## src/rtl/icsu_pkg.sv

```systemverilog
// Package of the clean-cycle sequencer: codes, payload and context types,
// and the event-handling functions. Depends on nothing.
`default_nettype none

package icsu_pkg;

    localparam int unsigned CfgWidth = 32;

    typedef enum logic [2:0] {
        ST_IDLE  = 3'd0,
        ST_OCC   = 3'd1,
        ST_LEAVE = 3'd2,
        ST_DELAY = 3'd3,
        ST_CLEAN = 3'd4,
        ST_SAFE  = 3'd5,
        ST_FAULT = 3'd6
    } t_mode;

    typedef enum logic [1:0] {
        PH_NONE = 2'd0,
        PH_P2   = 2'd1,
        PH_P3   = 2'd2,
        PH_P1   = 2'd3
    } t_phase;

    typedef enum logic [1:0] {
        FC_NONE    = 2'd0,
        FC_BIN     = 2'd1,
        FC_TIMEOUT = 2'd2,
        FC_PROTECT = 2'd3
    } t_fault;

    typedef enum logic [1:0] {
        MC_STOP = 2'd0,
        MC_FWD  = 2'd1,
        MC_REV  = 2'd2
    } t_motor;

    // The last code has no event behind it and only reports the status.
    typedef enum logic [3:0] {
        OP_TICK     = 4'd0,
        OP_SYNC     = 4'd1,
        OP_OCC_ON   = 4'd2,
        OP_OCC_OFF  = 4'd3,
        OP_START    = 4'd4,
        OP_POS1     = 4'd5,
        OP_POS2     = 4'd6,
        OP_POS3     = 4'd7,
        OP_PROT_ON  = 4'd8,
        OP_PROT_OFF = 4'd9,
        OP_STALL    = 4'd10,
        OP_BINFULL  = 4'd11,
        OP_RESET    = 4'd12,
        OP_DELAY_TO = 4'd13,
        OP_DONE     = 4'd14,
        OP_SPARE    = 4'd15
    } t_op;

    // Configuration register indexes.
    localparam logic [2:0] CFG_LEAVE_CONFIRM = 3'd0;
    localparam logic [2:0] CFG_CLEAN_DELAY   = 3'd1;
    localparam logic [2:0] CFG_POS2_TIMEOUT  = 3'd2;
    localparam logic [2:0] CFG_POS3_TIMEOUT  = 3'd3;
    localparam logic [2:0] CFG_POS1_TIMEOUT  = 3'd4;
    localparam logic [2:0] CFG_TOTAL_TIMEOUT = 3'd5;

    typedef struct packed {
        logic [3:0] op;
        logic       occupied_level;
        logic       bin_full_level;
        logic       protect_level;
    } t_in_item;

    typedef struct packed {
        logic [2:0] cur_state;
        logic [1:0] cur_phase;
        logic [1:0] cur_fault;
        logic [1:0] motor_cmd;
        logic       fault_pulse;
        logic       bin_full_flag;
        logic       protect_flag;
    } t_out_item;

    typedef struct packed {
        logic [CfgWidth-1:0] leave_confirm_ticks;
        logic [CfgWidth-1:0] clean_delay_ticks;
        logic [CfgWidth-1:0] phase_pos2_timeout;
        logic [CfgWidth-1:0] phase_pos3_timeout;
        logic [CfgWidth-1:0] phase_pos1_timeout;
        logic [CfgWidth-1:0] total_clean_timeout;
    } t_cfg;

    // Control context of the sequencer. The pulse and the three counter
    // restart requests are per-item results and are cleared before each item.
    typedef struct packed {
        t_mode  mode;
        t_phase phase;
        t_fault fault;
        t_motor motor;
        logic   presence;
        logic   bin;
        logic   guard;
        logic   pulse;
        logic   clr_state;
        logic   clr_phase;
        logic   clr_cycle;
    } t_ctx;

    function automatic t_ctx start_leg(t_ctx c, t_phase p);
        t_ctx r;
        r = c;
        r.phase = p;
        r.clr_phase = 1'b1;
        case (p)
            PH_P2, PH_P1: r.motor = MC_FWD;
            PH_P3:        r.motor = MC_REV;
            default:      r.motor = MC_STOP;
        endcase
        return r;
    endfunction

    function automatic t_ctx go_state(t_ctx c, t_mode s);
        t_ctx r;
        r = c;
        if (c.mode != s) begin
            r.mode = s;
            r.clr_state = 1'b1;
            if (s == ST_CLEAN) begin
                r.fault = FC_NONE;
                r.clr_cycle = 1'b1;
                r = start_leg(r, PH_P2);
            end else begin
                r.phase = PH_NONE;
                r.motor = MC_STOP;
                if (s == ST_IDLE || s == ST_OCC || s == ST_LEAVE || s == ST_DELAY) begin
                    r.fault = FC_NONE;
                end
                if (s == ST_FAULT) begin
                    r.pulse = 1'b1;
                end
            end
        end
        return r;
    endfunction

    function automatic t_ctx raise_fault(t_ctx c, t_fault code);
        t_ctx r;
        r = c;
        r.fault = code;
        if (c.mode == ST_FAULT) begin
            r.motor = MC_STOP;
            r.pulse = 1'b1;
        end else begin
            r = go_state(r, ST_FAULT);
        end
        return r;
    endfunction

    function automatic t_mode idle_or_occ(t_ctx c);
        return c.presence ? ST_OCC : ST_IDLE;
    endfunction

    function automatic t_ctx recover_to(t_ctx c, t_mode s);
        t_ctx r;
        r = c;
        r.fault = FC_NONE;
        return go_state(r, s);
    endfunction

    function automatic t_ctx try_clean(t_ctx c);
        t_ctx r;
        if (c.presence) begin
            r = go_state(c, idle_or_occ(c));
        end else if (c.bin) begin
            r = raise_fault(c, FC_BIN);
        end else if (c.guard) begin
            r = go_state(c, idle_or_occ(c));
        end else begin
            r = go_state(c, ST_CLEAN);
        end
        return r;
    endfunction

    function automatic t_ctx reset_recover(t_ctx c);
        t_ctx r;
        if (c.guard || c.bin) begin
            r = c;
        end else begin
            r = recover_to(c, idle_or_occ(c));
        end
        return r;
    endfunction

    function automatic t_ctx protect_stop(t_ctx c);
        t_ctx r;
        r = c;
        r.fault = FC_PROTECT;
        return go_state(r, ST_SAFE);
    endfunction

    // Handles one event: flag updates and interlocks first, then the
    // state-specific reaction.
    function automatic t_ctx dispatch(t_ctx c, logic [3:0] ev);
        t_ctx r;
        logic done;
        r = c;
        done = 1'b0;
        case (ev)
            OP_OCC_ON:  r.presence = 1'b1;
            OP_OCC_OFF: r.presence = 1'b0;
            OP_BINFULL: r.bin = 1'b1;
            OP_PROT_ON: begin
                r.guard = 1'b1;
                if (r.mode == ST_CLEAN) begin
                    r = protect_stop(r);
                end
                done = 1'b1;
            end
            OP_PROT_OFF: r.guard = 1'b0;
            OP_STALL: begin
                r = raise_fault(r, FC_TIMEOUT);
                done = 1'b1;
            end
            default: ;
        endcase

        if (!done) begin
            case (r.mode)
                ST_IDLE, ST_OCC: begin
                    if (r.mode == ST_IDLE && ev == OP_OCC_ON) begin
                        r = go_state(r, ST_OCC);
                    end else if (r.mode == ST_OCC && ev == OP_OCC_OFF) begin
                        r = go_state(r, ST_LEAVE);
                    end else if (ev == OP_START) begin
                        r = try_clean(r);
                    end else if (ev == OP_BINFULL) begin
                        r = raise_fault(r, FC_BIN);
                    end
                end
                ST_LEAVE: begin
                    if (ev == OP_OCC_ON) begin
                        r = go_state(r, ST_OCC);
                    end else if (ev == OP_DELAY_TO) begin
                        if (r.bin) begin
                            r = raise_fault(r, FC_BIN);
                        end else if (r.guard) begin
                            r = go_state(r, idle_or_occ(r));
                        end else if (r.presence) begin
                            r = go_state(r, ST_OCC);
                        end else begin
                            r = go_state(r, ST_DELAY);
                        end
                    end else if (ev == OP_RESET) begin
                        r = reset_recover(r);
                    end else if (ev == OP_BINFULL) begin
                        r = raise_fault(r, FC_BIN);
                    end
                end
                ST_DELAY: begin
                    if (ev == OP_OCC_ON) begin
                        r = go_state(r, ST_OCC);
                    end else if (ev == OP_DELAY_TO || ev == OP_START) begin
                        r = try_clean(r);
                    end else if (ev == OP_RESET) begin
                        r = reset_recover(r);
                    end else if (ev == OP_BINFULL) begin
                        r = raise_fault(r, FC_BIN);
                    end
                end
                ST_CLEAN: begin
                    if (ev == OP_OCC_ON) begin
                        r = protect_stop(r);
                    end else if (ev == OP_BINFULL) begin
                        r = raise_fault(r, FC_BIN);
                    end else if (ev == OP_POS2 && r.phase == PH_P2) begin
                        r = start_leg(r, PH_P3);
                    end else if (ev == OP_POS3 && r.phase == PH_P3) begin
                        r = start_leg(r, PH_P1);
                    end else if ((ev == OP_POS1 && r.phase == PH_P1) || ev == OP_DONE
                                 || ev == OP_RESET) begin
                        r = go_state(r, ST_IDLE);
                    end
                end
                ST_SAFE: begin
                    if (ev == OP_PROT_OFF) begin
                        if (r.bin) begin
                            r = raise_fault(r, FC_BIN);
                        end else begin
                            r = recover_to(r, r.presence ? ST_OCC : ST_LEAVE);
                        end
                    end else if (ev == OP_RESET) begin
                        r = reset_recover(r);
                    end
                end
                ST_FAULT: begin
                    if (ev == OP_RESET) begin
                        r = reset_recover(r);
                    end
                end
                default: ;
            endcase
        end
        return r;
    endfunction

endpackage

`default_nettype wire

```

## src/rtl/icsu_cfg.sv

```systemverilog
// Configuration register file of the clean-cycle sequencer.
// Depends on icsu_pkg for the register indexes and the t_cfg type.
`default_nettype none

module icsu_cfg (
    input  wire logic                            i_clk,
    input  wire logic                            i_rst_n,
    input  wire logic                            i_cfg_we,
    input  wire logic [2:0]                      i_cfg_idx,
    input  wire logic [icsu_pkg::CfgWidth-1:0]   i_cfg_data,
    output icsu_pkg::t_cfg                       o_cfg
);

    icsu_pkg::t_cfg r_cfg;

    always_ff @(posedge i_clk) begin
        if (!i_rst_n) begin
            r_cfg.leave_confirm_ticks <= 32'd2000;
            r_cfg.clean_delay_ticks   <= 32'd5000;
            r_cfg.phase_pos2_timeout  <= 32'd6000;
            r_cfg.phase_pos3_timeout  <= 32'd5000;
            r_cfg.phase_pos1_timeout  <= 32'd6000;
            r_cfg.total_clean_timeout <= 32'd20000;
        end else if (i_cfg_we) begin
            case (i_cfg_idx)
                icsu_pkg::CFG_LEAVE_CONFIRM: r_cfg.leave_confirm_ticks <= i_cfg_data;
                icsu_pkg::CFG_CLEAN_DELAY:   r_cfg.clean_delay_ticks   <= i_cfg_data;
                icsu_pkg::CFG_POS2_TIMEOUT:  r_cfg.phase_pos2_timeout  <= i_cfg_data;
                icsu_pkg::CFG_POS3_TIMEOUT:  r_cfg.phase_pos3_timeout  <= i_cfg_data;
                icsu_pkg::CFG_POS1_TIMEOUT:  r_cfg.phase_pos1_timeout  <= i_cfg_data;
                icsu_pkg::CFG_TOTAL_TIMEOUT: r_cfg.total_clean_timeout <= i_cfg_data;
                default: ;
            endcase
        end
    end

    assign o_cfg = r_cfg;

endmodule

`default_nettype wire

```

## src/rtl/icsu_step.sv

```systemverilog
// Combinational next-state logic for one beat of the clean-cycle sequencer:
// counters, deadline checks and event handling. Depends on icsu_pkg.
`default_nettype none

module icsu_step #(
    parameter int unsigned TIMER_WIDTH = 32
) (
    input  wire icsu_pkg::t_in_item          i_item,
    input  wire icsu_pkg::t_cfg              i_cfg,
    input  wire icsu_pkg::t_ctx              i_ctx,
    input  wire logic [TIMER_WIDTH-1:0]      i_state_elapsed,
    input  wire logic [TIMER_WIDTH-1:0]      i_phase_elapsed,
    input  wire logic [TIMER_WIDTH-1:0]      i_cycle_elapsed,
    output icsu_pkg::t_ctx                   o_ctx,
    output logic [TIMER_WIDTH-1:0]           o_state_elapsed,
    output logic [TIMER_WIDTH-1:0]           o_phase_elapsed,
    output logic [TIMER_WIDTH-1:0]           o_cycle_elapsed
);

    localparam int unsigned CW = icsu_pkg::CfgWidth;

    logic            is_tick;
    logic [TIMER_WIDTH-1:0] se_b, ph_b, cy_b;
    logic [TIMER_WIDTH-1:0] se_t, ph_t, cy_t;
    logic [CW-1:0]   se_w, ph_w, cy_w;
    logic [CW-1:0]   leg_lim;
    icsu_pkg::t_ctx  base;
    icsu_pkg::t_ctx  c;

    // Saturating increments.
    assign se_b = (&i_state_elapsed) ? i_state_elapsed : i_state_elapsed + 1'b1;
    assign ph_b = (&i_phase_elapsed) ? i_phase_elapsed : i_phase_elapsed + 1'b1;
    assign cy_b = (&i_cycle_elapsed) ? i_cycle_elapsed : i_cycle_elapsed + 1'b1;

    assign se_w = CW'(se_b);
    assign ph_w = CW'(ph_b);
    assign cy_w = CW'(cy_b);

    assign is_tick = (i_item.op == icsu_pkg::OP_TICK);

    always_comb begin
        case (i_ctx.phase)
            icsu_pkg::PH_P2: leg_lim = i_cfg.phase_pos2_timeout;
            icsu_pkg::PH_P3: leg_lim = i_cfg.phase_pos3_timeout;
            icsu_pkg::PH_P1: leg_lim = i_cfg.phase_pos1_timeout;
            default:         leg_lim = '0;
        endcase
    end

    always_comb begin
        base = i_ctx;
        base.pulse = 1'b0;
        base.clr_state = 1'b0;
        base.clr_phase = 1'b0;
        base.clr_cycle = 1'b0;
        c = base;
        case (i_item.op)
            icsu_pkg::OP_TICK: begin
                if (base.mode == icsu_pkg::ST_CLEAN && base.guard) begin
                    c = icsu_pkg::dispatch(base, icsu_pkg::OP_PROT_ON);
                end else if (base.mode == icsu_pkg::ST_SAFE && !base.guard) begin
                    c = icsu_pkg::dispatch(base, icsu_pkg::OP_PROT_OFF);
                end else if (base.mode == icsu_pkg::ST_FAULT && base.fault == icsu_pkg::FC_BIN
                             && !base.bin) begin
                    c = icsu_pkg::recover_to(base, icsu_pkg::idle_or_occ(base));
                end else if (base.mode == icsu_pkg::ST_LEAVE) begin
                    if (se_w >= i_cfg.leave_confirm_ticks) begin
                        c = icsu_pkg::dispatch(base, icsu_pkg::OP_DELAY_TO);
                    end
                end else if (base.mode == icsu_pkg::ST_DELAY) begin
                    if (se_w >= i_cfg.clean_delay_ticks) begin
                        c = icsu_pkg::dispatch(base, icsu_pkg::OP_DELAY_TO);
                    end
                end else if (base.mode == icsu_pkg::ST_CLEAN) begin
                    if ((i_cfg.total_clean_timeout != '0 && cy_w >= i_cfg.total_clean_timeout)
                        || (leg_lim != '0 && ph_w >= leg_lim)) begin
                        c = icsu_pkg::dispatch(base, icsu_pkg::OP_STALL);
                    end
                end
            end
            icsu_pkg::OP_SYNC: begin
                c.presence = i_item.occupied_level;
                c.bin      = i_item.bin_full_level;
                c.guard    = i_item.protect_level;
            end
            icsu_pkg::OP_SPARE: ;
            default: c = icsu_pkg::dispatch(base, i_item.op);
        endcase
    end

    // A tick advances the counters first; any restart then wins.
    assign se_t = is_tick ? se_b : i_state_elapsed;
    assign ph_t = is_tick ? ph_b : i_phase_elapsed;
    assign cy_t = is_tick ? cy_b : i_cycle_elapsed;

    assign o_state_elapsed = c.clr_state ? '0 : se_t;
    assign o_phase_elapsed = c.clr_phase ? '0 : ph_t;
    assign o_cycle_elapsed = c.clr_cycle ? '0 : cy_t;
    assign o_ctx = c;

endmodule

`default_nettype wire

```

## src/rtl/interlocked_clean_cycle_sequencer_unit.sv

```systemverilog
// Top level of the interlocked clean-cycle sequencer: handshake stages,
// state registers and result register. Depends on icsu_pkg, icsu_cfg, icsu_step.
//
//   channel   | valid        | stall        | payload
//   ----------+--------------+--------------+-------------------------
//   item in   | i_in_valid   | o_in_stall   | i_in_data  (t_in_item)
//   result    | o_out_valid  | i_out_stall  | o_out_data (t_out_item)
//   config    | i_cfg_we     | none         | i_cfg_idx, i_cfg_data
//
// Every beat goes through the input register and then the step logic into
// the result register. One beat per cycle is sustained unless the result
// side stalls, because the single-pass step logic is the only thing between
// the two registers. Reset is synchronous and active low and returns the
// configuration registers to their defaults and the sequencer to idle. A stall
// on the result side holds the result register, and the input register stalls
// only while both registers are full and the result is not taken.
`default_nettype none

module interlocked_clean_cycle_sequencer_unit #(
    parameter int unsigned TIMER_WIDTH = 32
) (
    input  wire logic                            i_clk,
    input  wire logic                            i_rst_n,
    input  wire logic                            i_in_valid,
    output logic                                 o_in_stall,
    input  wire icsu_pkg::t_in_item              i_in_data,
    output logic                                 o_out_valid,
    input  wire logic                            i_out_stall,
    output icsu_pkg::t_out_item                  o_out_data,
    input  wire logic                            i_cfg_we,
    input  wire logic [2:0]                      i_cfg_idx,
    input  wire logic [icsu_pkg::CfgWidth-1:0]   i_cfg_data
);

    icsu_pkg::t_cfg       cfg;

    // Input stage.
    logic                 r_in_vld;
    icsu_pkg::t_in_item   r_in;

    // Result stage.
    logic                 r_out_vld;
    icsu_pkg::t_out_item  r_out;
    icsu_pkg::t_out_item  n_out;

    // Sequencer state.
    icsu_pkg::t_ctx       r_ctx;
    icsu_pkg::t_ctx       n_ctx;
    logic [TIMER_WIDTH-1:0] r_state_elapsed, n_state_elapsed;
    logic [TIMER_WIDTH-1:0] r_phase_elapsed, n_phase_elapsed;
    logic [TIMER_WIDTH-1:0] r_cycle_elapsed, n_cycle_elapsed;

    logic                 advance;
    logic                 take_in;

    icsu_cfg u_cfg (
        .i_clk      (i_clk),
        .i_rst_n    (i_rst_n),
        .i_cfg_we   (i_cfg_we),
        .i_cfg_idx  (i_cfg_idx),
        .i_cfg_data (i_cfg_data),
        .o_cfg      (cfg)
    );

    icsu_step #(
        .TIMER_WIDTH (TIMER_WIDTH)
    ) u_step (
        .i_item          (r_in),
        .i_cfg           (cfg),
        .i_ctx           (r_ctx),
        .i_state_elapsed (r_state_elapsed),
        .i_phase_elapsed (r_phase_elapsed),
        .i_cycle_elapsed (r_cycle_elapsed),
        .o_ctx           (n_ctx),
        .o_state_elapsed (n_state_elapsed),
        .o_phase_elapsed (n_phase_elapsed),
        .o_cycle_elapsed (n_cycle_elapsed)
    );

    // The beat in the input register is applied when the result register is
    // empty or is being emptied in this cycle.
    assign advance    = r_in_vld && (!r_out_vld || !i_out_stall);
    assign o_in_stall = r_in_vld && !advance;
    assign take_in    = i_in_valid && !o_in_stall;

    always_comb begin
        n_out.cur_state     = n_ctx.mode;
        n_out.cur_phase     = n_ctx.phase;
        n_out.cur_fault     = n_ctx.fault;
        n_out.motor_cmd     = n_ctx.motor;
        n_out.fault_pulse   = n_ctx.pulse;
        n_out.bin_full_flag = n_ctx.bin;
        n_out.protect_flag  = n_ctx.guard;
    end

    always_ff @(posedge i_clk) begin
        if (!i_rst_n) begin
            r_in_vld  <= 1'b0;
            r_out_vld <= 1'b0;
            r_ctx.mode      <= icsu_pkg::ST_IDLE;
            r_ctx.phase     <= icsu_pkg::PH_NONE;
            r_ctx.fault     <= icsu_pkg::FC_NONE;
            r_ctx.motor     <= icsu_pkg::MC_STOP;
            r_ctx.presence  <= 1'b0;
            r_ctx.bin       <= 1'b0;
            r_ctx.guard     <= 1'b0;
            r_ctx.pulse     <= 1'b0;
            r_ctx.clr_state <= 1'b0;
            r_ctx.clr_phase <= 1'b0;
            r_ctx.clr_cycle <= 1'b0;
            r_state_elapsed <= '0;
            r_phase_elapsed <= '0;
            r_cycle_elapsed <= '0;
        end else begin
            if (take_in) begin
                r_in_vld <= 1'b1;
            end else if (advance) begin
                r_in_vld <= 1'b0;
            end
            if (advance) begin
                r_out_vld       <= 1'b1;
                r_ctx           <= n_ctx;
                r_state_elapsed <= n_state_elapsed;
                r_phase_elapsed <= n_phase_elapsed;
                r_cycle_elapsed <= n_cycle_elapsed;
            end else if (!i_out_stall) begin
                r_out_vld <= 1'b0;
            end
        end
    end

    // Payload registers carry no reset.
    always_ff @(posedge i_clk) begin
        if (take_in) begin
            r_in <= i_in_data;
        end
        if (advance) begin
            r_out <= n_out;
        end
    end

    assign o_out_valid = r_out_vld;
    assign o_out_data  = r_out;

endmodule

`default_nettype wire

```

## config.mk

```make
export PLATFORM = sky130hd
export DESIGN_NAME = interlocked_clean_cycle_sequencer_unit
export DESIGN_NICKNAME = d
export VERILOG_FILES = /design/src/rtl/icsu_pkg.sv /design/src/rtl/icsu_cfg.sv /design/src/rtl/icsu_step.sv /design/src/rtl/interlocked_clean_cycle_sequencer_unit.sv
export SDC_FILE = /design/constraint.sdc
export NUM_CORES = 1
export LEC_CHECK = 0
export ABC_AREA = 1
export BUFFER_PORTS_ARGS = -buffer_cell sky130_fd_sc_hd__buf_4
export CAP_MARGIN = 40
export CORE_ASPECT_RATIO = 1.25
export CORE_MARGIN = 3
export CORE_UTILIZATION = 32
export CTS_BUF_LIST = sky130_fd_sc_hd__clkbuf_4 sky130_fd_sc_hd__clkbuf_8 sky130_fd_sc_hd__clkbuf_16
export DETAILED_ROUTE_END_ITERATION = 7
export PLACE_DENSITY = 0.5
export SYNTH_ARGS = -nofsm -noshare
export SYNTH_HDL_FRONTEND = slang
export SYNTH_SLANG_ARGS = --single-unit
```

## constraint.sdc

```tcl
create_clock -name i_clk -period 4.6 [get_ports i_clk]
set_clock_uncertainty 0.15 [all_clocks]
set_input_delay 0.92 -clock i_clk [delete_from_list [all_inputs] [get_ports i_clk]]
set_output_delay 0.92 -clock i_clk [all_outputs]
set_load 0.05 [all_outputs]
```

==> results of run 1 <==
-- Yosys cell counts (5+ instances only) --
cell        n
a22oi_1    29
nor3_1     59
nand2_1   744
o21a_1      7
dfxtp_1   302
nand4_1    57
nor4_1     17
inv_2      15
edfxtp_1   19
nand3_1   195
buf_2      19
nand2_2    11
inv_1     296
o21ai_0   247
nor2_2     10
o211ai_1   29
clkinv_1    5
nor2_1    401
xor2_1     52
clkbuf_1  101
xnor2_1    27
nor2_4      6
a21oi_1   301
buf_1       5
ha_1      131
-- layout by cell type, fill, tap and decap left out, types with 16 or more instances in the layout --
master | Yosys | final
nor3_1 | 59 | 45
dfxtp_1 | 302 | 295
inv_2 | 15 | 19
inv_1 | 296 | 289
clkbuf_16 | 0 | 43
o21ai_0 | 247 | 234
nand3_4 | 1 | 17
xor2_1 | 52 | 42
xnor2_1 | 27 | 26
nor2_2 | 10 | 25
nand3_2 | 2 | 39
nand2_2 | 11 | 37
a21oi_2 | 1 | 77
buf_6 | 3 | 16
nor2_1 | 401 | 382
nand3_1 | 195 | 142
a21oi_1 | 301 | 225
a22oi_2 | 0 | 26
nand2_1 | 744 | 683
ha_1 | 131 | 118
nand2_4 | 1 | 36
o211ai_1 | 29 | 29
buf_4 | 4 | 249
nand4_1 | 57 | 57
edfxtp_1 | 19 | 19
-- cell families (layout without fill, tap and decap cells) --
family / count (synthesis) / count (layout) / synth area share (%)
compound gates: 641 / 641 / 16.8
xor+xnor: 79 / 79 / 3.37
fa+ha+maj: 131 / 131 / 7.99
buf+inv: 449 / 671 / 8.52
flops: 321 / 321 / 32.2
mux: 2 / 2 / 0.0976
other cells: 0 / 1 / 0
simple gates: 1515 / 1515 / 31.0
-- worst register-to-register path: cells and delay by family, from the launching register on --
family	cells	cell delay (ps)
xor gates and xnor gates	1	180
adders and majority gates	2	450
buffers and inverters	9	1120
AOI/OAI and AO/OA	1	50
DFF	1	350
and+or+nand+nor	21	2200
-- path summary, 6_finish.rpt --
check	cells after the start	from	to	slack [ps]
worst min-delay path	2	u_cfg.o_cfg[41]	u_cfg.o_cfg[41]	310
worst max register to register	34	r_state_elapsed[1]	r_state_elapsed[30]	-40
worst min register to register	2	u_cfg.o_cfg[41]	u_cfg.o_cfg[41]	310
worst max-delay path	34	r_state_elapsed[1]	r_state_elapsed[30]	-40
-- per-stage QoR --
step	worst slack (ps)	std cells	utilization, %
finish	-44.4	4201	41.7
global route	-385	4200	41.7
CTS	-11.4	4164	38.6
floorplan	267	3138	-
detailed placement	-365	4088	36.3
global placement	-265	4088	36.3
-- power groups by stage --
stage | Clock, mW | Combinational [mW] | Sequential [mW]
CTS | 3.12 | 1.32 | 2.97
global placement | 0 | 1.29 | 3.04
floorplan | 0 | 0.772 | 3.04
finish | 3.05 | 1.47 | 2.98
detailed placement | 0 | 1.29 | 3.03
global route | 3.22 | 1.62 | 2.99
-- area by class of cell --
cell class / count / area (um2) / share of cell area, %
Sequential cell: 321 / 6630 / 25.1
Tap cell: 840 / 1050 / 3.98
Multi-Input combinational cell: 2368 / 13800 / 52.2
Antenna cell: 1 / 2.50 / 0.00947
Timing Repair Buffer: 286 / 2480 / 9.40
Inverter: 317 / 1210 / 4.58
Clock inverter: 14 / 134 / 0.507
Clock buffer: 54 / 1120 / 4.23
-- registers in the layout, indices dropped and copies added (netlist names) --
register,count
r_in,7
r_state_elapsed,32
o_out_valid,1
u_cfg.o_cfg,192
r_in_vld,1
r_phase_elapsed,32
r_ctx,12
r_cycle_elapsed,32
o_out_data,12
-- timing repair --
| action | in CTS | in global routing |
|---|---|---|
| gates resized for setup | 29 | 367 |
| buffers inserted | 7 | 35 |
| pin swaps | 9 | 151 |
| cloned | 1 | 8 |
| hold buffers | 0 | 0 |
| endpoints found under the setup margin | 116 | 116 |
-- metal layers --
layer | share of wire, % | wire (um) | global-route usage, % | vias to the layer above
met5 | 0 | 0 | 0 | -
met4 | 4.5 | 3390 | 9.21 | 0
met3 | 3.7 | 2780 | 2.38 | 187
met2 | 50 | 37200 | 37.9 | 466
met1 | 42 | 31600 | 25.8 | 9932
li1 | - | - | - | 10800
==> metrics.cfg, run 1 <==
[timing]
setup_viol = 32
tns_ps = -571
drv_slew = 0
rsz0062_at_grt = yes
slew-limit-headroom_pct = 37.3
setup_ws_ps = -44.4
fmax_mhz = 215
whs_ps = 305
finalHoldViolations = 0
finalCritPeriodShare_pct = 101
layout_min_cycle_time_ps = 4640
worst_slew_pin_slew_ps = 933

[floorplan]
ios = 61
die_w_um = 233
dieArea_mm2 = 0.0672
core_area_mm2 = 0.0633
die_h_um = 289
initial_core_util_pct = 32.4
rows = 103

[synthesis]
synthCells = 3138
synth_area_leaders = dfxtp_1, nand2_1, ha_1
ys_ff_latch = 321
synth_top_area_share_pct = 29.5
async_flop_share_pct = 0
yosys.area.top_type = dfxtp_1
syn_area_mm2 = 0.0205
avgSynthCellArea_um2 = 6.54
synth_cell_types = 55
synth_edf_count = 19
syn_nets = 3316
ys_seq_area_share_pct = 32.2
yosys_most_used_dff = dfxtp_1
yosys_warnings = 0

[place]
hpwl_um = 54200
place_congestion = 0.958
dpl-instance-area_mm2 = 0.0230
port_buffers = 60

[hold_path]
holdCritPathClass = flip-flop to flip-flop

[routing]
totalWireLength_um = 74900
firstDrtPassIters = 5
drtIter0Drc = 1208
routedWlPerCell_um = 17.8
vias = 21300
drtAntennaViolNets = 0
post-route-drc-count = 0
viasPerCell = 5.08

[layout]
area_growth_pct = 28.7
design_area_mm2 = 0.0264
drive_above_1_share_pct = 20.9
final_nets = 3509
fill_cells = 6657

[power_and_ir_drop]
power.share.combinational_pct = 19.6
power.density_mw_per_mm2 = 284
vdd_drop_max_mv = 0.280
design_power_total_mw = 7.49
p_clk_share_pct = 40.7
seqPwrFrac_pct = 39.7
p_sw_mw = 2.33
p_leak_nw = 12.1
internal_power_mw = 5.17
swShare_pct = 31.0

[global_routing]
overflow = 0
grt_max_degree = 137
first_global_vias = 20400
grt_pass1_wl_um = 113000
track_usage_pct = 21.3
antenna_found_initial = 3

[critical_path]
crit_family = simple AND/OR/NAND/NOR gates
max_stage_delay_ps = 350
endpoint_kind = flip-flop
cp.arrival_ps = 4920
crit_slowest_cell = dfxtp_2
crit_type = flip-flop to flip-flop
cp-start-kind = flip-flop
cp_max_fo = 8
critPathRequiredTime_ps = 4880
crit_buf_inv = 9

[clock_tree]
cts-root-buf = clkbuf_16
worst_skew_pair.late_latency_ps = 580
cts_tree = built
h-tree-depth = 2
clk_pin_slew_ps = 70
cts.sinks = 321
clock_path_buffers = 3
numCtsBuffers = 37

[status]
status = finished, violations left
violations = setup timing

[flow_run]
maxCapViolations = 0

No activity file was read; power rests on OpenSTA's default activity.
==> run 2: changes to the inputs <==
- BUFFER_PORTS_ARGS: -buffer_cell sky130_fd_sc_hd__buf_4 -> -buffer_cell sky130_fd_sc_hd__buf_2
==> metrics.cfg, run 2 (synthesis results as in run 1) <==
[critical_path]
r2r-end = r_state_elapsed[16]
cp_max_fo = 8
cp-start-kind = flip-flop
critPathRequiredTime_ps = 4900
r2r_cells = 35
r2r_setup_slack_ps = -140
path_common_cell = buf_4
crit_type = flip-flop to flip-flop
max_stage_delay_ps = 340
endpoint_kind = flip-flop
cp.arrival_ps = 5040
r2r_start = r_state_elapsed[0]
crit_slowest_cell = dfxtp_2

[timing]
rsz0062_at_grt = yes
fmax_mhz = 211
layout_min_cycle_time_ps = 4740
worst_slew_pin_slew_ps = 838
tns_ps = -6950
whs_ps = 306
setup_viol = 93
finalCritPeriodShare_pct = 103
finalHoldViolations = 0
drv_slew = 0
setup_ws_ps = -139
slew-limit-headroom_pct = 43.9

[routing]
drtIter0Drc = 1349
drtAntennaViolNets = 0
routedWlPerCell_um = 17.8
vias = 21400
firstDrtPassIters = 5
post-route-drc-count = 0
totalWireLength_um = 74700
viasPerCell = 5.09

[floorplan]
core_area_mm2 = 0.0633
die_w_um = 233
ios = 61
die_h_um = 289
rows = 103
dieArea_mm2 = 0.0672
initial_core_util_pct = 32.4

[clock_tree]
clock_path_buffers = 3
numCtsBuffers = 37
cts_hold_buf = 0
clk_pin_slew_ps = 60
cts_tree = built
h-tree-depth = 2
worst_skew_pair.late_latency_ps = 570
cts.sinks = 321
cts-root-buf = clkbuf_16

[power_and_ir_drop]
vdd_drop_max_mv = 0.310
design_power_total_mw = 7.51
p_leak_nw = 11.7
power.density_mw_per_mm2 = 291

[layout]
utilization_pct = 40.8
drive_above_1_share_pct = 18.3
layout_common_cells = nand2_1, nor2_1, dfxtp_1
n_antenna_cell = 0
final_nets = 3506
area_growth_pct = 25.6
largest_register_ffs = 192
final_common_cell = nand2_1

[hold_path]
hold_end = u_cfg.o_cfg[97]
holdCritPathClass = flip-flop to flip-flop
hold_start = u_cfg.o_cfg[97]
hold_depth = 2

[place]
port_buffers = 60
place_ws_ps = -482
place_congestion = 0.947
hpwl_um = 53900

[global_routing]
first_global_vias = 20800
antenna_found_initial = 1
overflow = 0
track_usage_pct = 21.9
grt_pass1_wl_um = 117000
grt_max_degree = 84

[status]
violations = setup timing
status = finished, violations left

[flow_run]
maxCapViolations = 0

run 2: worst max-delay path, delay by kind of cell, from the launching register on:
kind | cells | cell delay (ps)
AO/OA/AOI/OAI | 1 | 50
XOR/XNOR | 1 | 210
adder cells (fa/ha/maj) | 2 | 450
buffers and inverters | 10 | 1240
flip-flops | 1 | 340
AND/OR/NAND/NOR | 21 | 2170
run 2: how the worst max path moves through the flow:
| stage | cells after the start | endpoint | startpoint |
|---|---|---|---|
| floorplan | 33 | r_phase_elapsed[20] | r_state_elapsed[0] |
| global placement | 34 | r_cycle_elapsed[12] | r_state_elapsed[0] |
| detailed placement | 34 | r_cycle_elapsed[14] | r_state_elapsed[0] |
| CTS | 33 | r_phase_elapsed[23] | r_state_elapsed[1] |
| global route | 34 | r_phase_elapsed[14] | r_state_elapsed[1] |
| finish | 35 | r_state_elapsed[16] | r_state_elapsed[0] |
run 2: per-layer routing:
layer  track usage (%)  share of wire (%)  vias to the layer above
met3              2.12                3.3                      151
met5                 0                  0                        -
met4              8.24                3.7                        0
li1                  -                  -                    10800
met1              26.9                 43                     9997
met2              39.6                 50                      463
run 2: area by class of cell:
cell class | count | area (um2)
fill | 6728 | 37500
multi-input combinational | 2368 | 13200
sequential | 321 | 6620
timing repair buffer | 283 | 2450
inverter | 317 | 1210
tap | 840 | 1050
clock buffer | 47 | 1040
clock inverter | 17 | 214
run 2: through the flow:
| step | cell area [um2] | std cells |
|---|---|---|
| finish | 25800 | 4193 |
| global route | 25800 | 4193 |
| CTS | 25100 | 4173 |
| detailed placement | 22800 | 4083 |
| global placement | 22800 | 4081 |
| floorplan | 20500 | 3138 |
run 2: repair_timing:
action	CTS	global route
endpoints found under the setup margin	116	116
resized for setup	157	122
gates cloned	10	1
pin swaps	41	70
setup buffers	20	22
run 2: report_power, final:
group / internal (mW) / switching, mW
clock: 1.84 / 1.26
sequential: 2.91 / 0.0680
combinational: 0.477 / 0.955
